$ cat src/rtl/rsq_pkg.sv
// Shared widths, codes and control types for the rectangle sum query block.
package rsq_pkg;

    localparam int COORD_W   = 7;
    localparam int VAL_W     = 30;
    localparam int SUM_W     = 42;
    localparam int S_TDATA_W = 72;
    localparam int M_TDATA_W = 48;

    localparam int ROW_LSB    = 0;
    localparam int COL_LSB    = ROW_LSB + COORD_W;
    localparam int VALUE_LSB  = COL_LSB + COORD_W;
    localparam int TOP_LSB    = VALUE_LSB + VAL_W;
    localparam int LEFT_LSB   = TOP_LSB + COORD_W;
    localparam int BOTTOM_LSB = LEFT_LSB + COORD_W;
    localparam int RIGHT_LSB  = BOTTOM_LSB + COORD_W;

    localparam logic MODE_LOAD  = 1'b0;
    localparam logic MODE_QUERY = 1'b1;

    typedef logic [COORD_W-1:0] coord_t;
    typedef logic [VAL_W-1:0]   val_t;
    typedef logic [SUM_W-1:0]   sum_t;

    typedef struct packed {
        logic clear;
        logic add;
    } acc_ctl_t;

endpackage

$ cat src/rtl/rsq_accum.sv
// Saturating sum accumulator shared by every cell read of a query.
module rsq_accum (
    input  logic               aclk,
    input  logic               aresetn,
    input  rsq_pkg::acc_ctl_t  ctl,
    input  rsq_pkg::val_t      add_data,
    output rsq_pkg::sum_t      acc
);

    rsq_pkg::sum_t            acc_reg;
    rsq_pkg::sum_t            acc_next;
    logic [rsq_pkg::SUM_W:0]  add_full;

    always_comb begin
        add_full = {1'b0, acc_reg} + (rsq_pkg::SUM_W + 1)'(add_data);
        acc_next = acc_reg;
        if (ctl.clear) begin
            acc_next = '0;
        end else if (ctl.add) begin
            acc_next = add_full[rsq_pkg::SUM_W] ? '1 : add_full[rsq_pkg::SUM_W-1:0];
        end
    end

    always_ff @(posedge aclk) begin
        if (!aresetn) begin
            acc_reg <= '0;
        end else begin
            acc_reg <= acc_next;
        end
    end

    assign acc = acc_reg;

endmodule

$ cat config.mk
export PLATFORM = sky130hd
export DESIGN_NAME = rsq_accum
export DESIGN_NICKNAME = d
export VERILOG_FILES = /design/src/rtl/rsq_pkg.sv /design/src/rtl/rsq_accum.sv
export SDC_FILE = /design/constraint.sdc
export NUM_CORES = 1
export LEC_CHECK = 0
export BUFFER_PORTS_ARGS = -buffer_cell sky130_fd_sc_hd__buf_4
export CORE_ASPECT_RATIO = 0.8
export CORE_MARGIN = 1.5
export CORE_UTILIZATION = 30
export CTS_BUF_LIST = sky130_fd_sc_hd__clkbuf_16
export DETAILED_ROUTE_END_ITERATION = 10
export PLACE_DENSITY_LB_ADDON = 0.25
export SYNTH_ARGS = -nofsm -noshare
export SYNTH_HDL_FRONTEND = slang
export SYNTH_SLANG_ARGS = --single-unit
export TNS_END_PERCENT = 5
$ cat constraint.sdc
create_clock -name aclk -period 3.8 [get_ports aclk]
set_clock_uncertainty 0.1 [all_clocks]
set_input_delay 0.38 -clock aclk [delete_from_list [all_inputs] [get_ports aclk]]
set_output_delay 0.38 -clock aclk [all_outputs]
set_load 0.01 [all_outputs]
==> impl_metrics.ini, run 1 <==
[power_and_ir_drop]
p_total_mw = 1.344
power_switching_mw = 0.3704
seqPwrFrac_pct = 35.0
peakVddDrop_mv = 0.1632
combPwrFrac_pct = 23.2
clock_power_share_pct = 41.8
power_density_mw_per_mm2 = 332.9
leakage_nw = 1.767
swShare_pct = 27.57
p_int_mw = 0.9732

[logic_synthesis]
netlist_area_mm2 = 0.003189
syn_nets = 465
synthMuxAreaShare_pct = 0.3138
avgSynthCellArea_um2 = 7.973
synth-main-ff-cell = dfxtp_1
synthSimpleGateAreaFrac_pct = 16.63
yosysTopAreaCell = dfxtp_1
ys_seq_elements = 42
synth_cell_types = 54
synth_adder_area_share_pct = 12.40
synth_top_family_by_area = compound AO/OA/AOI/OAI gates
synth-xor-area-share_pct = 7.964
synth_compound_area_share_pct = 32.52
synth_edf_count = 0
synth.area.top_cells = dfxtp_1 (26%), ha_1 (12%), a21oi_1 (9.6%)
yosys_warnings = 0
synth_top_area_share_pct = 26.36
syn_inst = 400
async_flop_share_pct = 0
seq_area_frac_synth_pct = 26.36

[layout]
fillers = 1050
drive_above_1_share_pct = 22.15
mostFrequentLayoutCells = buf_4 (77), a21oi_1 (61), o21ai_0 (44)
diodes = 0
area_growth_pct = 26.56
final_common_cell = buf_4
multiInputGateArea_mm2 = 0.002230
fin_nets = 529
regArea_um2 = 840.8
largest_register_ffs = 42

[clock_tree]
clockRootBuffer = clkbuf_16
cts_max_path_buffers = 2
ctsResizeCount = 0
hold_buffers = 0
cts.clk_slew.worst_paths_ps = 70
cts_tree = built
post_cts_buffers = 0
cts_buffers = 5
clk_latency_ps = 280
h-tree-depth = 2
cts_sinks = 42

[timing]
period_share_pct = 80.25
max_slew_margin_pct = 59.96
hold_violations = 0
maxSlewViolCount = 0
finalCriticalPeriod_ps = 3049
setup_tns_ps = 0
rsz0062_at_grt = false
setup_viol = 0
tightestPinTransition_ps = 597.0
clock.fmax_mhz = 327.9

[worst_setup_path]
crit_path_max_fanout = 28
cp_common_cell = nand2_1
crit_chain = ha_1, fa_1, a21o_1, a221o_1, a21oi_2, o211ai_2, nand2_1, o41ai_2, nand2_1, and2_1, buf_4, a21oi_1
required_ps = 3850
cp.arrival_ps = 3100
cpPeakStageDelay_ps = 410
start_kind = register
crit_buf_inv = 1
worst_path_dominant_cell_family = compound AO/OA/AOI/OAI gates
setup.worst_path.end_class = register
crit_path_top_delay_cell = fa_1
crit_type = reg -> reg

[global_route]
grt.total_usage_pct = 16.02
grt_start_max_net_pins = 40
grt_pass1_vias = 3188
overflow = 0
antenna_found_initial = 0
grt_pass1_wl_um = 14670

[place]
hpwlAfterDp_um = 6576
io_buffers = 75
finalWeightedCongestion = 0.8511

[floorplan]
rows = 33
start_util_pct = 31.02
core-area_mm2 = 0.01028
die_w_um = 118.3
die_area_mm2 = 0.01126
ios = 76
dieHeight_um = 95.22

[routing]
first_pass_iters = 4
drtIter0Drc = 148
drt-wirelength-per-cell_um = 14.43
ant_nets = 0
drc = 0
routed_wl_um = 8729
via_per_inst = 5.256
via_count = 3180

[run]
maxCapViolCount = 0

[hold_path]
min_path_type = in -> reg

[status]
status = finished clean
[layout make-up]
type                       instances  area share, %
timing repair buffer              77          14.32
sequential                        42          20.83
inverter                           5         0.4650
multi-input combinational        333          55.24
tap                              140          4.340
clock buffer                       5          3.100
clock inverter                     3          1.705
[power groups by stage]
| stage | logic, mW | registers, mW | clock network (mW) |
|---|---|---|---|
| CTS | 0.313 | 0.471 | 0.581 |
| global placement | 0.308 | 0.480 | 0 |
| floorplan | 0.207 | 0.485 | 0 |
| finish | 0.311 | 0.471 | 0.562 |
| global route | 0.348 | 0.473 | 0.598 |
| detailed placement | 0.310 | 0.481 | 0 |
[metrics by stage]
| stage | setup slack, ps | std cells | hold WS (ps) | area (um2) | util [%] |
|---|---|---|---|---|---|
| finish | 750.6 | 605 | 392.5 | 4036 | 39.26 |
| global route | 511.1 | 605 | 380.9 | 4036 | 39.26 |
| CTS | 717.4 | 605 | 385.7 | 4036 | 39.26 |
| detailed placement | 545.8 | 597 | 419.8 | 3842 | 37.37 |
| global placement | 620.3 | 597 | 415.6 | 3842 | 37.37 |
| floorplan | 958.2 | 400 | 409.0 | 3189 | - |
[metal layers]
layer / share of wire [%] / GRT usage (%) / up-vias
met2: 45 / 25.97 / 86
met5: 0 / 0 / -
met1: 49 / 21.36 / 1464
met3: 4.8 / 3.648 / 8
met4: 1.3 / 4.776 / 0
li1: - / - / 1622
[tightest hold or removal path: stages]
cell     delay, ps
buf_4           80
ha_1           120
o221a_2        170
[worst paths after layout]
path | cells past startpoint | end | slack [ps] | from
worst min-delay path | 3 | acc[0] | 390 | add_data[0]
worst max register to register | 12 | acc[19] | 750 | acc[0]
worst max-delay path | 12 | acc[19] | 750 | acc[0]
worst min register to register | 2 | acc[39] | 440 | acc[39]
[cell usage after synthesis (2+ instances only)]
cell type / number
o21bai_1: 3
nand2b_1: 2
clkbuf_1: 13
dfxtp_1: 42
a21o_1: 11
o21ai_0: 44
xnor2_1: 13
nor2b_1: 4
nand4_1: 4
and4_1: 2
buf_6: 3
nor2_1: 24
a21oi_1: 61
and2_1: 4
a41oi_1: 3
inv_1: 5
xor2_1: 16
a31oi_1: 6
nor3_1: 5
a211oi_1: 6
nand2_1: 32
and3_1: 4
ha_1: 30
nand3_1: 23
a311oi_1: 3
a21oi_2: 3
o211a_1: 2
buf_2: 4
o221a_2: 3
[kinds of logic (layout without fill, tap and decap cells)]
family	after synthesis	after routing
compound gates	162	162
buf+inv	25	90
fa+ha+maj	31	31
flops	42	42
mux	1	1
xor+xnor	29	29
simple gates	110	110
No activity file was read; power rests on OpenSTA's default activity.
==> inputs of run 2 (changes only) <==
- clock period: 3.8 -> 3.15 ns (I/O delays scaled with it)
==> run 2 against run 1 <==
  * Via count fell by 0.79%
  * Wire length grew 0.17%
  * Register-to-register slack worse by 550 ps
  * First-iteration DRC count shrank 4.7%
  * Highest routed layer unchanged
==> impl_metrics.ini, run 2 (same netlist as run 1, synthesis figures left out) <==
[timing]
fin_hold_ws_ps = 337.8
clock.fmax_mhz = 339.3
setup_viol = 0
rsz0062_at_grt = false
max_slew_margin_pct = 61.11
period_share_pct = 93.56
maxSlewViolCount = 0
finalCriticalPeriod_ps = 2947
setup_tns_ps = 0
tightestPinTransition_ps = 579.8
hold_violations = 0

[worst_setup_path]
crit_chain = ha_1, fa_1, a21o_1, a221o_1, a21oi_4, o211ai_2, nand2_1, a31oi_1, nand2_1, and4_1, nor3_1
worst_path_dominant_cell_family = compound AO/OA/AOI/OAI gates
crit_path_top_delay_cell = fa_1
crit_type = reg -> reg
crit_path_max_fanout = 4
cpPeakStageDelay_ps = 410
cp.arrival_ps = 3010
required_ps = 3210
setup.worst_path.end_class = register
cp_common_cell = nand2_1
start_kind = register
crit_buf_inv = 0

[clock_tree]
clk_latency_ps = 280
cts.clk_slew.worst_paths_ps = 60
cts_max_path_buffers = 2
hold_buffers = 0
cts_tree = built
clockRootBuffer = clkbuf_16
cts_buffers = 5
cts_sinks = 42
h-tree-depth = 2
post_cts_buffers = 0

[status]
status = finished clean

[run]
maxCapViolCount = 0

[routing]
drt-wirelength-per-cell_um = 14.29
routed_wl_um = 8744
via_count = 3155
drtIter0Drc = 141
via_per_inst = 5.155
ant_nets = 0
first_pass_iters = 5
drc = 0

[global_route]
overflow = 0
grt_start_max_net_pins = 40
grt_pass1_wl_um = 14450
grt_pass1_vias = 3026
grt.total_usage_pct = 15.66
antenna_found_initial = 0

[floorplan]
die_w_um = 118.3
ios = 76
die_area_mm2 = 0.01126
start_util_pct = 31.02
dieHeight_um = 95.22
core-area_mm2 = 0.01028
rows = 33

[layout]
area_growth_pct = 28.40
fin_util_pct = 39.83
final_common_cell = buf_4
fin_nets = 536
diodes = 0
drive_above_1_share_pct = 23.31
mostFrequentLayoutCells = buf_4 (84), a21oi_1 (60), o21ai_0 (44)
largest_register_ffs = 42
layout.cells.non_filler = 612

[place]
io_buffers = 75
finalWeightedCongestion = 0.8602
hpwlAfterDp_um = 6521
dp.cells = 604

[power_and_ir_drop]
power_density_mw_per_mm2 = 395.4
peakVddDrop_mv = 0.1815
leakage_nw = 1.800

[hold_path]
min_path_type = in -> reg
## run 2: final timing paths
path	from	to	slack, ps	cells past startpoint
worst max-delay path	acc[0]	acc[37]	200	11
worst max register to register	acc[0]	acc[37]	200	11
worst min-delay path	add_data[0]	acc[0]	340	3
worst min register to register	acc[31]	acc[31]	430	1
## run 2: worst min-delay path: stages
cell	delay [ps]
buf_4	80
ha_1	120
o221a_2	170
## run 2: timing repair
| item | 4_1_cts | 5_1_grt |
|---|---|---|
| gates resized for setup | 0 | 2 |
| endpoints found under the setup margin | 0 | 1 |
| hold endpoints to repair | 0 | 0 |
## run 2: metal layers
metal  vias up  track usage [%]  part of all wire [%]
met5         -                0                     0
met4         0            3.862                  0.69
met3         5            2.512                   4.0
met2        68            25.24                    44
met1      1453            21.92                    51
li1       1629                -                     -
## run 2: stage by stage
step | instance area [um2] | total power [mW] | setup WS [ps]
after detailed placement | 3895 | 0.9576 | 15.10
after CTS | 4084 | 1.641 | 127.4
final | 4095 | 1.619 | 202.9
after floorplan | 3189 | 0.8348 | 350.4
after global placement | 3895 | 0.9565 | 90.53
after global routing | 4095 | 1.701 | 35.56
## run 2: power breakdown
group	leakage, nW	internal [mW]	total (mW)	switching [mW]
clock network	0.0915	0.452	0.669	0.218
registers	0.342	0.551	0.568	0.0170
logic	1.37	0.172	0.382	0.210
total	1.80	1.17	1.62	0.444
## run 2: final cells by class
type                            instances  area (um2)
Timing Repair Buffer                   84       630.6
Inverter                                5       18.77
Tap cell                              140       175.2
Clock inverter                          3       63.81
Multi-Input combinational cell        333        2241
Fill cell                            1070        6186
Sequential cell                        42       840.8
Clock buffer                            5       125.1
==> inputs of run 3 (changes only) <==
- CORE_ASPECT_RATIO: 0.8 -> 0.5
==> run 3 against run 2 <==
  * Core utilization decreased by 0.25 points
  * Maximum frequency decreased by 0.74%
  * Non-clock buffer count fell by 1
  * Largest cell class unchanged
  * Global-route usage shrank 0.18 points
  * Hold slack worse by 26 ps
  * Critical endpoint is now acc[34]
  * Die area rose by 0.31%
  * Flip-flop and latch count unchanged
==> impl_metrics.ini, run 3 (same netlist as run 1, synthesis figures left out) <==
[routing]
routed_wl_um = 8563
via_count = 3124
ant_nets = 0
drtIter0Drc = 133
first_pass_iters = 5
drt-wirelength-per-cell_um = 14.01
via_per_inst = 5.113
drc = 0

[worst_setup_path]
crit_buf_inv = 0
crit_path_max_fanout = 5
crit_type = reg -> reg
cp.arrival_ps = 3060
cpPeakStageDelay_ps = 410
crit_path_top_delay_cell = fa_1
crit_chain = ha_1, fa_1, a21o_1, a221o_1, a21oi_4, o211ai_2, a21oi_2, o21ai_0, nand2_1, nor2_1, o221a_2
timing.rr.end = acc[34]
worst_path_dominant_cell_family = compound AO/OA/AOI/OAI gates
reg2reg_depth = 11
setup.worst_path.end_class = register
start_kind = register
rrSetupSlack_ps = 180
r2r-start = acc[0]
required_ps = 3240

[clock_tree]
cts.clk_slew.worst_paths_ps = 70
cts_sinks = 42
post_cts_buffers = 0
h-tree-depth = 2
cts_tree = built
cts_buffers = 5
clk_latency_ps = 290
cts_max_path_buffers = 2
clockRootBuffer = clkbuf_16

[floorplan]
core-area_mm2 = 0.01028
ios = 76
rows = 26
die_w_um = 148.8
dieHeight_um = 75.91
die_area_mm2 = 0.01130
start_util_pct = 31.02

[layout]
diodes = 0
fin_area_mm2 = 0.004069
fin_util_pct = 39.58
fillers = 1108
fin_nets = 535
mostFrequentLayoutCells = buf_4 (83), a21oi_1 (60), o21ai_0 (44)
largest_register_ffs = 42
final_common_cell = buf_4
drive_above_1_share_pct = 23.35
area_growth_pct = 27.58
layout.cells.non_filler = 611

[timing]
fin_hold_ws_ps = 311.4
max_slew_margin_pct = 55.39
finalCriticalPeriod_ps = 2969
setup_tns_ps = 0
tightestPinTransition_ps = 666.2
maxSlewViolCount = 0
setup_viol = 0
clock.fmax_mhz = 336.8
hold_violations = 0
period_share_pct = 94.25
rsz0062_at_grt = false

[global_route]
overflow = 0
grt.total_usage_pct = 15.47
grt_start_max_net_pins = 40
grt_pass1_vias = 3015
grt_pass1_wl_um = 14280
antenna_found_initial = 0

[place]
dp.cells = 603
io_buffers = 75
placed_cell_area_mm2 = 0.003887
hpwlAfterDp_um = 6434
finalWeightedCongestion = 0.8209

[run]
maxCapViolCount = 0

[hold_path]
min_from = add_data[0]
min_path_type = in -> reg
min_delay_worst_endpoint = acc[0]
holdPathStages = 3

[status]
status = finished clean

[power_and_ir_drop]
peakVddDrop_mv = 0.1457
power_density_mw_per_mm2 = 383.0
leakage_nw = 1.780
## run 3: final cells by class
type / count / area (um2) / share of cell area, %
multi-input combinational: 333 / 2241 / 55.07
sequential: 42 / 840.8 / 20.66
timing repair buffer: 83 / 623.1 / 15.31
tap: 140 / 175.2 / 4.305
clock buffer: 5 / 125.1 / 3.075
clock inverter: 3 / 45.04 / 1.107
inverter: 5 / 18.77 / 0.4613
## run 3: through the flow
stage | total power, mW | worst slack (ps)
CTS | 1.577 | 123.6
finish | 1.558 | 181.0
detailed placement | 0.9583 | 32.86
floorplan | 0.8348 | 350.4
global placement | 0.9599 | 101.1
global route | 1.652 | 4.213
## run 3: what timing repair did
action / CTS / global route
endpoints found under the hold margin: 0 / 0
hold buffers: 0 / 0
gates resized for setup: 0 / 2
endpoints found under the setup margin: 0 / 7
## run 3: where the power goes
group | switching (mW) | internal, mW | total [mW]
combinational | 0.208 | 0.173 | 0.382
sequential | 0.0163 | 0.551 | 0.567
clock | 0.235 | 0.374 | 0.610
total | 0.460 | 1.10 | 1.56
## run 3: worst register-to-register path, delay by kind of cell (launching register included)
kind	cells	cell delay [ps]
compound gates	7	1570
fa+ha+maj	2	610
flops	1	320
simple gates	2	270
## run 3: worst max path at each step
| stage | slack, ps | endpoint | start | cells past startpoint |
|---|---|---|---|---|
| after floorplan | 350 | acc[34] | acc[0] | 11 |
| final | 180 | acc[34] | acc[0] | 11 |
| after global routing | 4 | acc[34] | acc[0] | 11 |
| after global placement | 100 | acc[34] | add_data[0] | 12 |
| after detailed placement | 30 | acc[34] | add_data[0] | 12 |
| after CTS | 120 | acc[34] | acc[0] | 11 |
## run 3: per-layer routing
metal / routed length, um / share of wire [%] / vias to the layer above / global-route usage (%)
met5: 0 / 0 / - / 0
met4: 68 / 0.79 / 0 / 4.752
met3: 393 / 4.6 / 4 / 3.494
met2: 3755 / 44 / 57 / 23.72
met1: 4345 / 51 / 1436 / 21.46
li1: - / - / 1627 / -
