## config.mk

```make
export PLATFORM = sky130hd
export DESIGN_NAME = rsq_ctrl
export DESIGN_NICKNAME = d
export VERILOG_FILES = /design/src/rtl/rsq_pkg.sv /design/src/rtl/rsq_ctrl.sv
export SDC_FILE = /design/constraint.sdc
export NUM_CORES = 1
export LEC_CHECK = 0
export BUFFER_PORTS_ARGS = -buffer_cell sky130_fd_sc_hd__buf_2
export CAP_MARGIN = 20
export CORE_ASPECT_RATIO = 1.2
export CORE_UTILIZATION = 59
export DETAILED_ROUTE_END_ITERATION = 8
export PLACE_DENSITY = 0.88
export REMOVE_ABC_BUFFERS = 1
export SLEW_MARGIN = 25
export SYNTH_ARGS = -nofsm -noshare
export SYNTH_HDL_FRONTEND = slang
export SYNTH_SLANG_ARGS = --single-unit
```

## constraint.sdc

```tcl
create_clock -name aclk -period 7.95 [get_ports aclk]
set_clock_uncertainty 0.2 [all_clocks]
set_input_delay 0 -clock aclk [delete_from_list [all_inputs] [get_ports aclk]]
set_output_delay 0 -clock aclk [all_outputs]
set_load 0.1 [all_outputs]
```

## src/rtl/rsq_pkg.sv

```systemverilog
// Shared widths, codes and control types for the rectangle sum query block.
package rsq_pkg;

    localparam int COORD_W   = 7;
    localparam int VAL_W     = 30;
    localparam int SUM_W     = 42;
    localparam int S_TDATA_W = 72;
    localparam int M_TDATA_W = 48;

    localparam int ROW_LSB    = 0;
    localparam int COL_LSB    = ROW_LSB + COORD_W;
    localparam int VALUE_LSB  = COL_LSB + COORD_W;
    localparam int TOP_LSB    = VALUE_LSB + VAL_W;
    localparam int LEFT_LSB   = TOP_LSB + COORD_W;
    localparam int BOTTOM_LSB = LEFT_LSB + COORD_W;
    localparam int RIGHT_LSB  = BOTTOM_LSB + COORD_W;

    localparam logic MODE_LOAD  = 1'b0;
    localparam logic MODE_QUERY = 1'b1;

    typedef logic [COORD_W-1:0] coord_t;
    typedef logic [VAL_W-1:0]   val_t;
    typedef logic [SUM_W-1:0]   sum_t;

    typedef struct packed {
        logic clear;
        logic add;
    } acc_ctl_t;

endpackage

```

## src/rtl/rsq_ctrl.sv

```systemverilog
// Sequencer: grid clear after reset, cell loads and the rectangle walk.
module rsq_ctrl #(
    parameter int MAX_DIM = 64,
    parameter int DEPTH   = 4096,
    parameter int ADDR_W  = 12
) (
    input  logic                aclk,
    input  logic                aresetn,
    input  logic                in_valid,
    output logic                in_ready,
    input  logic                mode,
    input  rsq_pkg::coord_t     row,
    input  rsq_pkg::coord_t     col,
    input  rsq_pkg::val_t       value,
    input  rsq_pkg::coord_t     top,
    input  rsq_pkg::coord_t     left,
    input  rsq_pkg::coord_t     bottom,
    input  rsq_pkg::coord_t     right,
    input  logic                out_full,
    output logic                done,
    output logic                wr_en,
    output logic [ADDR_W-1:0]   wr_addr,
    output rsq_pkg::val_t       wr_data,
    output logic                rd_en,
    output logic [ADDR_W-1:0]   rd_addr,
    output rsq_pkg::acc_ctl_t   acc_ctl
);

    localparam int DIM_W = $clog2(MAX_DIM + 1);
    localparam int CW    = (DIM_W > rsq_pkg::COORD_W) ? DIM_W : rsq_pkg::COORD_W;

    localparam logic [CW-1:0]     ONE_C   = CW'(1);
    localparam logic [CW-1:0]     DIM_C   = CW'(MAX_DIM);
    localparam logic [ADDR_W-1:0] DIM_A   = ADDR_W'(MAX_DIM);
    localparam logic [ADDR_W-1:0] LAST_A  = ADDR_W'(DEPTH - 1);

    localparam logic [2:0] ST_CLEAR = 3'd0;
    localparam logic [2:0] ST_IDLE  = 3'd1;
    localparam logic [2:0] ST_WRITE = 3'd2;
    localparam logic [2:0] ST_WALK  = 3'd3;
    localparam logic [2:0] ST_DRAIN = 3'd4;
    localparam logic [2:0] ST_DONE  = 3'd5;

    logic [2:0]          state_reg, state_next;
    logic [ADDR_W-1:0]   clr_addr_reg, clr_addr_next;
    logic [ADDR_W-1:0]   ld_addr_reg, ld_addr_next;
    rsq_pkg::val_t       ld_val_reg, ld_val_next;
    logic [CW-1:0]       row_reg, row_next;
    logic [CW-1:0]       col_reg, col_next;
    logic [CW-1:0]       r1_reg, r1_next;
    logic [CW-1:0]       c0_reg, c0_next;
    logic [CW-1:0]       c1_reg, c1_next;
    logic [ADDR_W-1:0]   base_reg, base_next;
    logic                rd_valid_reg;

    logic [CW-1:0]       row_x, col_x, top_x, left_x, bottom_x, right_x;
    logic [CW-1:0]       r0_c, r1_c, c0_c, c1_c;
    logic                load_ok, query_empty, accept;

    always_comb begin
        row_x    = CW'(row);
        col_x    = CW'(col);
        top_x    = CW'(top);
        left_x   = CW'(left);
        bottom_x = CW'(bottom);
        right_x  = CW'(right);
        r0_c     = (top_x == '0) ? ONE_C : top_x;
        c0_c     = (left_x == '0) ? ONE_C : left_x;
        r1_c     = (bottom_x > DIM_C) ? DIM_C : bottom_x;
        c1_c     = (right_x > DIM_C) ? DIM_C : right_x;
        load_ok  = (row_x != '0) && (row_x <= DIM_C) && (col_x != '0) && (col_x <= DIM_C);
        query_empty = (top > bottom) || (left > right) || (r0_c > r1_c) || (c0_c > c1_c);
    end

    assign in_ready = (state_reg == ST_IDLE);
    assign accept   = in_valid && in_ready;

    always_comb begin
        state_next    = state_reg;
        clr_addr_next = clr_addr_reg;
        ld_addr_next  = ld_addr_reg;
        ld_val_next   = ld_val_reg;
        row_next      = row_reg;
        col_next      = col_reg;
        r1_next       = r1_reg;
        c0_next       = c0_reg;
        c1_next       = c1_reg;
        base_next     = base_reg;
        done          = 1'b0;
        wr_en         = 1'b0;
        wr_addr       = clr_addr_reg;
        wr_data       = '0;
        rd_en         = 1'b0;
        rd_addr       = base_reg + ADDR_W'(col_reg - ONE_C);
        acc_ctl.clear = 1'b0;
        acc_ctl.add   = rd_valid_reg;

        unique case (state_reg)
            ST_CLEAR: begin
                wr_en = 1'b1;
                clr_addr_next = clr_addr_reg + ADDR_W'(1);
                if (clr_addr_reg == LAST_A) begin
                    state_next = ST_IDLE;
                end
            end
            ST_IDLE: begin
                if (accept) begin
                    if (mode == rsq_pkg::MODE_LOAD) begin
                        ld_addr_next = ADDR_W'(row_x - ONE_C) * DIM_A
                                     + ADDR_W'(col_x - ONE_C);
                        ld_val_next  = value;
                        if (load_ok) begin
                            state_next = ST_WRITE;
                        end
                    end else begin
                        acc_ctl.clear = 1'b1;
                        row_next  = r0_c;
                        col_next  = c0_c;
                        r1_next   = r1_c;
                        c0_next   = c0_c;
                        c1_next   = c1_c;
                        base_next = ADDR_W'(r0_c - ONE_C) * DIM_A;
                        state_next = query_empty ? ST_DONE : ST_WALK;
                    end
                end
            end
            ST_WRITE: begin
                wr_en   = 1'b1;
                wr_addr = ld_addr_reg;
                wr_data = ld_val_reg;
                state_next = ST_IDLE;
            end
            ST_WALK: begin
                rd_en = 1'b1;
                if (col_reg == c1_reg) begin
                    if (row_reg == r1_reg) begin
                        state_next = ST_DRAIN;
                    end else begin
                        row_next  = row_reg + ONE_C;
                        col_next  = c0_reg;
                        base_next = base_reg + DIM_A;
                    end
                end else begin
                    col_next = col_reg + ONE_C;
                end
            end
            ST_DRAIN: begin
                state_next = ST_DONE;
            end
            ST_DONE: begin
                if (!out_full) begin
                    done = 1'b1;
                    state_next = ST_IDLE;
                end
            end
            default: begin
                state_next = ST_CLEAR;
            end
        endcase
    end

    always_ff @(posedge aclk) begin
        if (!aresetn) begin
            state_reg    <= ST_CLEAR;
            clr_addr_reg <= '0;
            rd_valid_reg <= 1'b0;
        end else begin
            state_reg    <= state_next;
            clr_addr_reg <= clr_addr_next;
            rd_valid_reg <= (state_reg == ST_WALK);
        end
    end

    always_ff @(posedge aclk) begin
        ld_addr_reg <= ld_addr_next;
        ld_val_reg  <= ld_val_next;
        row_reg     <= row_next;
        col_reg     <= col_next;
        r1_reg      <= r1_next;
        c0_reg      <= c0_next;
        c1_reg      <= c1_next;
        base_reg    <= base_next;
    end

endmodule

```

==> results.py, run 1 <==
metrics = {
    "yosys": {
        "synth_warnings": 0,
        "syn_area_per_cell_sq_um": 10.5,
        "syn-cell-area_sq_mm": 0.00601,
        "synth_area_leader_cell": "edfxtp_1",
        "synth-edff-count": 83,
        "ys_ff_latch": 99,
        "synthTopCellsByArea": "edfxtp_1 (41%), ha_1 (10%), dfxtp_1 (5.3%)",
        "synth.top_cell.area_share": 0.415,
        "synth-async-reset-ratio": 0,
        "ys_types": 54,
        "synthFlopType": "edfxtp_1",
        "seq_area_frac_synth": 0.468,
        "syn-instance-count": 574,
    },
    "power_and_ir_drop": {
        "cellLeakagePower_nw": 3.57,
        "ir_worst_vdd_mv": 0.149,
        "switching_share": 0.260,
        "p_clk_frac": 0.380,
        "power.internal_mw": 0.850,
        "p_comb_frac": 0.128,
        "power.density_mw_per_mm2": 148,
        "total_power_mw": 1.15,
        "seqPwrFrac": 0.492,
        "switching_power_mw": 0.299,
    },
    "cells_and_area": {
        "layout_common_cells": "buf_2 (136), edfxtp_1 (83), dlygate4sd3_1 (71)",
        "multiInputGateArea_sq_mm": 0.00287,
        "layout-drive-gt1-share": 0.235,
        "final_common_cell": "buf_2",
        "largest_reg_flops": 30,
        "regArea_sq_mm": 0.00281,
        "nNetsFinal": 888,
        "fillers": 548,
        "antenna_cells": 0,
        "fin_area_sq_mm": 0.00775,
        "area_growth_pct": 28.9,
    },
    "critical_path": {
        "cp-start-kind": "flip-flop",
        "worstSetupPathType": "flip-flop to flip-flop",
        "endpoint_kind": "flip-flop",
        "r2r-start": "state_reg[1]$_SDFFE_PN0P_",
        "crit_required_ns": 7.81,
        "cp.arrival_ns": 3.31,
        "regToRegSetupSlack_ns": 4.51,
        "crit_fanout": 40,
        "cp-startpoint": "state_reg[1]$_SDFFE_PN0P_",
    },
    "timing": {
        "fin_crit_sh": 0.433,
        "maxSlewViolCount": 0,
        "hold_viol_final": 0,
        "finalSetupTns_ns": 0,
        "postLayoutSetupSlackWorst_ns": 4.51,
        "fmax_mhz": 290,
        "setup_viol": 0,
        "maxSlewHeadroom": 0.372,
        "worstMarginPinSlew_ns": 0.939,
        "period_minus_slack_ns": 3.44,
        "grt_setup_unrepaired": "no",
    },
    "global_route": {
        "antenna_found_initial": 0,
        "gr-usage-all-layers": 0.345,
        "met3_usage": 0.0799,
        "busiest_layer": "met2",
        "use_met1": 0.371,
        "grt_first_pass_wirelength_mm": 27.6,
        "grt_max_degree": 43,
        "overflow": 0,
        "met2_usage": 0.617,
        "grt_pass1_vias": 5451,
    },
    "floorplanning": {
        "dieWidth_um": 94.1,
        "start_util": 0.603,
        "io_pins": 137,
        "die_area_sq_mm": 0.0106,
        "die_h_um": 113,
        "core-area_sq_mm": 0.00996,
        "rows": 40,
    },
    "routing": {
        "drt_first_pass_iters": 7,
        "wire_per_inst_um": 19.7,
        "ant_nets": 0,
        "drt-total-wl_mm": 17.6,
        "vias": 5305,
        "viasPerCell": 5.95,
        "drtIter0Drc": 524,
        "drc": 0,
    },
    "placed_design": {
        "dpl_cell_area_sq_mm": 0.00672,
        "place_congestion": 0.916,
        "dpl.hpwl_mm": 9.81,
        "portBuffers": 136,
        "place_ws_ns": 4.08,
    },
    "clocking": {
        "clockRootBuffer": "clkbuf_16",
        "clock_path_buffers": 2,
        "clock-sinks": 99,
        "cts_tree": "done",
        "cts_buffers": 9,
        "cts.htree.levels": 3,
        "path_clk_slew_ns": 0.07,
        "postCtsSetupBuffers": 0,
        "worst_skew_pair.late_latency_ns": 0.36,
    },
    "outcome": {
        "outcome": "completed",
    },
    "worst_hold_path": {
        "min_from": "col[6]",
        "hold_class": "primary input to flip-flop",
    },
    "run": {
        "drv_cap": 0,
    },
}
## kinds of logic after synthesis
| family | Yosys count | synth area share |
|---|---|---|
| muxes | 16 | 0.0289 |
| AOI/OAI and AO/OA | 75 | 0.0766 |
| and+or+nand+nor | 183 | 0.165 |
| adders and majority gates | 50 | 0.107 |
| DFF | 99 | 0.468 |
| buffers and inverters | 83 | 0.0554 |
| xor gates and xnor gates | 68 | 0.0991 |
## final timing paths
path / to / cells past startpoint
setup / recovery: base_reg[8]$_DFFE_PP_ / 5
hold / removal: ld_addr_reg[6]$_DFFE_PP_ / 3
setup reg to reg: base_reg[8]$_DFFE_PP_ / 5
hold reg to reg: clr_addr_reg[10]$_SDFFE_PN0P_ / 2
## critical path, stage by stage, from the launching register on
cell and delay, ns:
dfxtp_2 0.71, nand2_1 0.72, inv_1 0.54, o41ai_2 0.19, a22oi_1 0.50, buf_4 0.28
## power groups by stage
stage               clock network (mW)  logic, mW  registers [mW]
floorplan                            0     0.0618           0.576
global placement                     0     0.0994           0.577
detailed placement                   0      0.106           0.577
CTS                              0.424      0.134           0.565
global route                     0.449      0.158           0.565
finish                           0.437      0.147           0.565
## synthesized netlist by cell type, drive strengths merged, types with 4 or more instances
| cell | n |
|---|---|
| xor2 | 33 |
| o22ai | 4 |
| mux2 | 11 |
| a21oi | 23 |
| a21o | 5 |
| nand2 | 52 |
| nor2b | 5 |
| ha | 48 |
| nand4 | 12 |
| nand3b | 6 |
| o21bai | 4 |
| dfxtp | 16 |
| o21ai | 27 |
| mux2i | 5 |
| edfxtp | 83 |
| nand3 | 17 |
| and3 | 35 |
| nor4 | 5 |
| nor2 | 21 |
| clkbuf | 26 |
| xnor2 | 35 |
| and2 | 9 |
| inv | 49 |
| nor3 | 10 |
| buf | 8 |
## final cells by class
| class | count | area share |
|---|---|---|
| well taps | 126 | 0.0204 |
| clock inverters | 7 | 0.00775 |
| clock buffers | 9 | 0.0291 |
| multi-input cells | 392 | 0.371 |
| repair buffers | 210 | 0.185 |
| inverters | 49 | 0.0237 |
| flip-flops and latches | 99 | 0.363 |
## routing by layer
layer | wire length (um) | vias to the layer above
li1 | - | 2385
met2 | 9170 | 375
met3 | 1380 | 88
met1 | 6070 | 2457
met4 | 965 | 0
met5 | 0 | -
## per-stage QoR
stage	instances	hold WS, ns	util
2_1_floorplan	540	-0.101	-
3_3_place_gp	803	-0.0237	0.674
6_report	892	0.00138	0.778
5_1_grt	892	0.0292	0.778
3_5_place_dp	804	-0.0219	0.675
4_1_cts	891	0.0160	0.775
## what timing repair did
item	4_1_cts	5_1_grt
endpoints found under the hold margin	92	0
setup endpoints to repair	0	0
gates resized for setup	0	0
hold buffers	71	0
No activity file was read; power rests on OpenSTA's default activity.
==> run 2: changes to the inputs <==
- ABC_AREA: unset -> 1
- CORE_UTILIZATION: 59 -> 50
- PLACE_DENSITY: 0.88 -> 0.79
- clock period: 7.95 -> 2.9 ns (I/O delays scaled with it)
==> run 2 against run 1 <==
Effect of this change:
- the flow now finishes with violations (setup timing)
- setup slack worse by 4.5 ns
- core utilization down 8.2 points
- largest power group is now combinational cells
- synthesized cell count up 29%
- via count up 7.0%
- sequential share of layout area down 2.9 points
- sequential power rose to 3.2 times the previous value
- total power rose to 5.5 times the previous value
- critical endpoint is now rd_addr[11]
- global-route usage down 11 points
==> results.py, run 2 <==
metrics = {
    "clocking": {
        "cts.htree.levels": 3,
        "clock-sinks": 99,
        "clock_path_buffers": 2,
        "worst_skew_pair.late_latency_ns": 0.35,
        "path_clk_slew_ns": 0.08,
        "cts_buffers": 9,
        "cts_tree": "done",
        "clockRootBuffer": "clkbuf_16",
    },
    "timing": {
        "hold_viol_final": 0,
        "hold_slack_ns": 0.0235,
        "period_minus_slack_ns": 2.93,
        "worstMarginPinSlew_ns": 0.895,
        "postLayoutSetupSlackWorst_ns": -0.0337,
        "fmax_mhz": 341,
        "setup_viol": 1,
        "maxSlewViolCount": 0,
        "maxSlewHeadroom": 0.402,
        "grt_setup_unrepaired": "yes",
        "fin_crit_sh": 1.01,
    },
    "yosys": {
        "syn-cell-area_sq_mm": 0.00623,
        "syn_area_per_cell_sq_um": 8.41,
        "synth_area_leader_cell": "edfxtp_1",
        "ys_types": 40,
        "ys_ff_latch": 99,
        "synth-edff-count": 83,
        "synthFlopType": "edfxtp_1",
        "synthTopCellsByArea": "edfxtp_1 (40%), ha_1 (9.6%), nand2_1 (7.7%)",
        "synth_warnings": 0,
        "synthTopCellsByCount": "nand2_1 (127), inv_1 (123), nor2_1 (105)",
        "syn-instance-count": 741,
        "yosys.cell_count.top_type": "nand2_1",
        "synth.top_cell.area_share": 0.400,
        "seq_area_frac_synth": 0.451,
        "synth-async-reset-ratio": 0,
    },
    "floorplanning": {
        "die_h_um": 124,
        "start_util": 0.514,
        "dieWidth_um": 104,
        "core-area_sq_mm": 0.0121,
        "rows": 44,
        "io_pins": 137,
        "die_area_sq_mm": 0.0129,
    },
    "routing": {
        "drt_first_pass_iters": 6,
        "wire_per_inst_um": 13.6,
        "vias": 5674,
        "viasPerCell": 5.03,
        "drc": 0,
        "drtIter0Drc": 209,
        "ant_nets": 0,
        "drt-total-wl_mm": 15.3,
    },
    "cells_and_area": {
        "antenna_cells": 0,
        "area_growth_pct": 35.2,
        "final_common_cell": "buf_2",
        "layout_common_cells": "buf_2 (131), nand2_1 (126), inv_1 (121)",
        "nNetsFinal": 1089,
        "final_cells": 1128,
        "largest_reg_flops": 30,
        "layout-drive-gt1-share": 0.232,
        "fin_area_sq_mm": 0.00842,
        "fillers": 897,
    },
    "outcome": {
        "outcome": "finished with violations",
        "violations": "setup timing",
    },
    "global_route": {
        "grt_first_pass_wirelength_mm": 24.8,
        "grt_max_degree": 43,
        "antenna_found_initial": 0,
        "overflow": 0,
        "gr-usage-all-layers": 0.238,
        "grt_pass1_vias": 5543,
    },
    "critical_path": {
        "crit_chain": "buf_4 -> nor2_4 -> nand3_4 -> nor3_4 -> buf_6 -> ha_1 -> nand3_1 -> nand2_1 -> a21o_1 -> a21oi_2 -> xnor2_1 -> bufbuf_16",
        "crit_buf_inv": 3,
        "cp_slowest_stage_delay_ns": 0.42,
        "rr_endpoint": "ld_val_reg[2]$_DFFE_PP_",
        "crit_required_ns": 2.70,
        "regToRegSetupSlack_ns": 0.64,
        "cp-start-kind": "flip-flop",
        "cp_slowest_cell": "edfxtp_1",
        "critPathTopFamily": "buffers and inverters",
        "r2r-start": "state_reg[0]$_SDFFE_PN0P_",
        "cp.arrival_ns": 2.73,
        "worstSetupPathType": "flip-flop to primary output",
        "crit_fanout": 4,
        "endpoint_kind": "primary output",
        "r2r_cells": 7,
        "cp.depth": 12,
    },
    "placed_design": {
        "place_congestion": 0.834,
        "dpl_cell_area_sq_mm": 0.00715,
        "portBuffers": 136,
        "place_inst": 1022,
        "dpl.hpwl_mm": 10.0,
    },
    "worst_hold_path": {
        "min_from": "out_full",
        "holdPathStages": 7,
        "hold_end": "state_reg[1]$_SDFFE_PN0P_",
        "hold_class": "primary input to flip-flop",
    },
    "run": {
        "drv_cap": 0,
    },
    "power_and_ir_drop": {
        "power.density_mw_per_mm2": 754,
        "total_power_mw": 6.35,
        "cellLeakagePower_nw": 4.05,
        "ir_worst_vdd_mv": 0.907,
    },
}
==> run 2: changes by cell type after synthesis, sizes merged, moves of 6 or more <==
cell	change
mux2	-9
clkbuf	-6
inv	+85
a21oi	+26
and2	-9
nand2	+78
nor2	+90
nand3	+10
and3	-35
xnor2	-27
==> run 2: metal layers <==
layer / up-vias / global-route usage / share of wire / routed length (um)
li1: 2827 / - / - / -
met1: 2611 / 0.243 / 0.38 / 5820
met2: 181 / 0.445 / 0.53 / 8140
met3: 55 / 0.0502 / 0.049 / 748
met4: 0 / 0.133 / 0.042 / 638
met5: - / 0 / 0 / 0
==> run 2: layout make-up <==
class	count	area [sq um]	share of cell area
clock buffers	9	225	0.0267
clock inverters	7	83.8	0.00995
inverters	134	505	0.0600
multi-input cells	483	2900	0.345
flip-flops and latches	99	2810	0.334
well taps	161	201	0.0239
repair buffers	235	1690	0.201
==> run 2: what timing repair did <==
item	in CTS	in global routing
hold endpoints to repair	90	0
buffers inserted	5	13
hold buffers	72	0
gates resized for setup	9	17
pin swaps	6	8
setup endpoints to repair	2	5
==> run 2: cell families (layout without fill, tap and decap cells) <==
family                     count (synthesis)  after routing  share of synthesized area
AOI/OAI and AO/OA                         94             94                     0.0815
and+or+nand+nor                          297            297                      0.206
buffers and inverters                    159            385                     0.0980
xor gates and xnor gates                  40             40                     0.0562
muxes                                      2              2                    0.00361
adders and majority gates                 50             50                      0.103
DFF                                       99             99                      0.451
==> run 2: tightest hold or removal path: stages <==
cell     delay (ns)
buf_2          0.09
nand4_1        0.10
nand2_1        0.09
a21oi_2        0.05
nand4_1        0.09
a21oi_1        0.04
nor2_1         0.07
==> run 2: power breakdown <==
group / switching [mW] / internal, mW / leakage [nW]
clock network: 0.591 / 0.622 / 0.152
logic: 2.58 / 0.727 / 3.01
registers: 0.105 / 1.73 / 0.883
==> run 2: worst max-delay path by stage <==
stage,start,to,slack [ns]
after floorplan,state_reg[0]$_SDFFE_PN0P_,ld_addr_reg[0]$_DFFE_PP_,-1.73
after global placement,col_reg[0]$_DFFE_PP_,rd_addr[10],0.21
after detailed placement,col_reg[0]$_DFFE_PP_,rd_addr[10],0.14
after CTS,col_reg[1]$_DFFE_PP_,rd_addr[10],-0.02
after global routing,col_reg[1]$_DFFE_PP_,rd_addr[11],-0.17
final,col_reg[1]$_DFFE_PP_,rd_addr[11],-0.03
==> run 2: through the flow <==
step                      setup WS, ns  setup TNS (ns)  utilization
after CTS                      -0.0199         -0.0199        0.680
after global routing            -0.173          -0.333        0.695
after detailed placement         0.143               0        0.590
after global placement           0.207               0        0.590
final                          -0.0337         -0.0337        0.695
after floorplan                  -1.73         -131.10            -
==> run 3: changes to the inputs <==
- ABC_AREA: 1 -> unset
- PLACE_DENSITY: 0.79 -> 0.8
- REMOVE_ABC_BUFFERS: 1 -> unset
==> run 3 against run 2 <==
Effect of this change:
- the run now ends clean
- setup slack better by 0.046 ns
- maximum frequency is 1.6% higher
- register-to-register slack worse by 0.38 ns
- via count is 11% lower
- combinational power is 88% lower
- largest power group is now registers
- highest routed layer unchanged
==> results.py, run 3 (same netlist as run 1, synthesis figures left out) <==
metrics = {
    "outcome": {
        "outcome": "completed",
    },
    "timing": {
        "worstMarginPinSlew_ns": 0.788,
        "setup_viol": 0,
        "postLayoutSetupSlackWorst_ns": 0.0123,
        "fmax_mhz": 346,
        "maxSlewHeadroom": 0.474,
        "maxSlewViolCount": 0,
        "grt_setup_unrepaired": "yes",
        "hold_viol_final": 0,
        "fin_crit_sh": 0.996,
        "hold_slack_ns": 0.0164,
        "period_minus_slack_ns": 2.89,
    },
    "cells_and_area": {
        "largest_reg_flops": 30,
        "fillers": 784,
        "final_cells": 939,
        "regArea_sq_mm": 0.00281,
        "antenna_cells": 0,
        "layout_common_cells": "buf_2 (126), edfxtp_1 (83), dlygate4sd3_1 (73)",
        "nNetsFinal": 904,
        "final_common_cell": "buf_2",
        "multiInputGateArea_sq_mm": 0.00303,
        "fin_util": 0.708,
        "area_growth_pct": 36.9,
        "layout-drive-gt1-share": 0.267,
    },
    "clocking": {
        "cts_tree": "done",
        "clockRootBuffer": "clkbuf_16",
        "clock_path_buffers": 2,
        "path_clk_slew_ns": 0.06,
        "worst_skew_pair.late_latency_ns": 0.34,
        "cts.htree.levels": 3,
        "cts_buffers": 9,
        "clock-sinks": 99,
    },
    "critical_path": {
        "rr_endpoint": "state_reg[0]$_SDFFE_PN0P_",
        "crit_required_ns": 2.70,
        "crit_fanout": 2,
        "worstSetupEndpoint": "rd_addr[10]",
        "cp.arrival_ns": 2.69,
        "crit_chain": "nor4_4 -> nand2_1 -> xnor2_1 -> ha_2 -> inv_1 -> fa_2 -> inv_1 -> a21o_1 -> a21oi_4 -> xnor2_4 -> buf_12",
        "cp_slowest_stage_delay_ns": 0.43,
        "critPathMostFrequentCell": "inv_1",
        "crit_buf_inv": 3,
        "regToRegSetupSlack_ns": 0.26,
        "cp-startpoint": "col_reg[4]$_DFFE_PP_",
        "endpoint_kind": "primary output",
        "critPathTopFamily": "adder cells",
        "r2r_cells": 7,
        "worstSetupPathType": "flip-flop to primary output",
        "cp_slowest_cell": "edfxtp_1",
        "cp-start-kind": "flip-flop",
        "cp.depth": 11,
        "r2r-start": "col_reg[0]$_DFFE_PP_",
    },
    "floorplanning": {
        "io_pins": 137,
        "dieWidth_um": 102,
        "die_area_sq_mm": 0.0125,
        "start_util": 0.517,
        "core-area_sq_mm": 0.0116,
        "die_h_um": 122,
        "rows": 43,
    },
    "placed_design": {
        "place_congestion": 0.864,
        "place_inst": 844,
        "place_ws_ns": 0.220,
        "dpl.hpwl_mm": 9.96,
        "portBuffers": 136,
    },
    "routing": {
        "vias": 5073,
        "drt-total-wl_mm": 15.6,
        "wire_per_inst_um": 16.6,
        "drt_first_pass_iters": 5,
        "drc": 0,
        "drtIter0Drc": 259,
        "ant_nets": 0,
        "viasPerCell": 5.40,
    },
    "power_and_ir_drop": {
        "cellLeakagePower_nw": 3.72,
        "ir_worst_vdd_mv": 0.380,
        "power.density_mw_per_mm2": 380,
    },
    "global_route": {
        "grt_max_degree": 34,
        "antenna_found_initial": 0,
        "grt_first_pass_wirelength_mm": 24.8,
        "overflow": 0,
        "grt_pass1_vias": 5233,
        "gr-usage-all-layers": 0.261,
    },
    "yosys": {
        "synth_nets": 701,
    },
    "worst_hold_path": {
        "hold_class": "primary input to flip-flop",
    },
    "run": {
        "drv_cap": 0,
    },
}
run 3: changes by cell type in the layout (fill, tap and decap cells not counted), sizes merged, moves of 26 or more:
cell,previous run,this run
nor2,111,21
and3,0,35
nand2,130,52
inv,139,48
a21oi,49,23
xnor2,8,35
run 3: layout make-up:
| cell class | instances | area share |
|---|---|---|
| clock buffer | 11 | 0.0295 |
| inverter | 49 | 0.0228 |
| clock inverter | 5 | 0.00639 |
| tap | 157 | 0.0239 |
| multi-input combinational | 392 | 0.368 |
| timing repair buffer | 226 | 0.207 |
| sequential | 99 | 0.342 |
run 3: timing repair:
item	CTS	global route
pin swaps	4	0
hold buffers	73	0
endpoints found under the hold margin	109	0
setup endpoints to repair	2	4
resized for setup	2	4
buffers inserted	5	1
run 3: per-stage QoR:
stage          instance area, sq um  total power [mW]  setup TNS, ns
6_report                       8230              3.12              0
3_5_place_dp                   7120              1.87              0
5_1_grt                        8230              3.22         -0.176
4_1_cts                        8200              3.11              0
2_1_floorplan                  6160              1.76         -0.341
3_3_place_gp                   7120              1.85              0
run 3: where the power goes:
group,internal [mW],total [mW],switching [mW]
Sequential,1.55,1.55,0.00453
Clock,0.688,1.19,0.498
Combinational,0.188,0.386,0.198
run 3: worst min path at each step:
stage	start	to	slack, ns	depth (start not counted)
after floorplan	value[0]	ld_val_reg[0]$_DFFE_PP_	-0.10	0
after global placement	value[18]	ld_val_reg[18]$_DFFE_PP_	-0.02	1
after detailed placement	value[4]	ld_val_reg[4]$_DFFE_PP_	-0.02	1
after CTS	row[6]	state_reg[1]$_SDFFE_PN0P_	0.0007	5
after global routing	row[6]	state_reg[1]$_SDFFE_PN0P_	0.02	5
final	row[6]	state_reg[1]$_SDFFE_PN0P_	0.02	5
run 3: layer usage:
layer / share of wire / track usage / routed length (um)
met2: 0.51 / 0.455 / 8010
met3: 0.062 / 0.0448 / 967
met1: 0.38 / 0.295 / 5910
met4: 0.047 / 0.157 / 739
met5: 0 / 0 / 0
run 3: worst register-to-register path, delay by kind of cell (launching register included):
| kind | cells | cell delay [ns] |
|---|---|---|
| flops | 1 | 0.49 |
| xor+xnor | 1 | 0.15 |
| buf+inv | 2 | 0.76 |
| compound gates | 2 | 0.31 |
| simple gates | 2 | 0.64 |
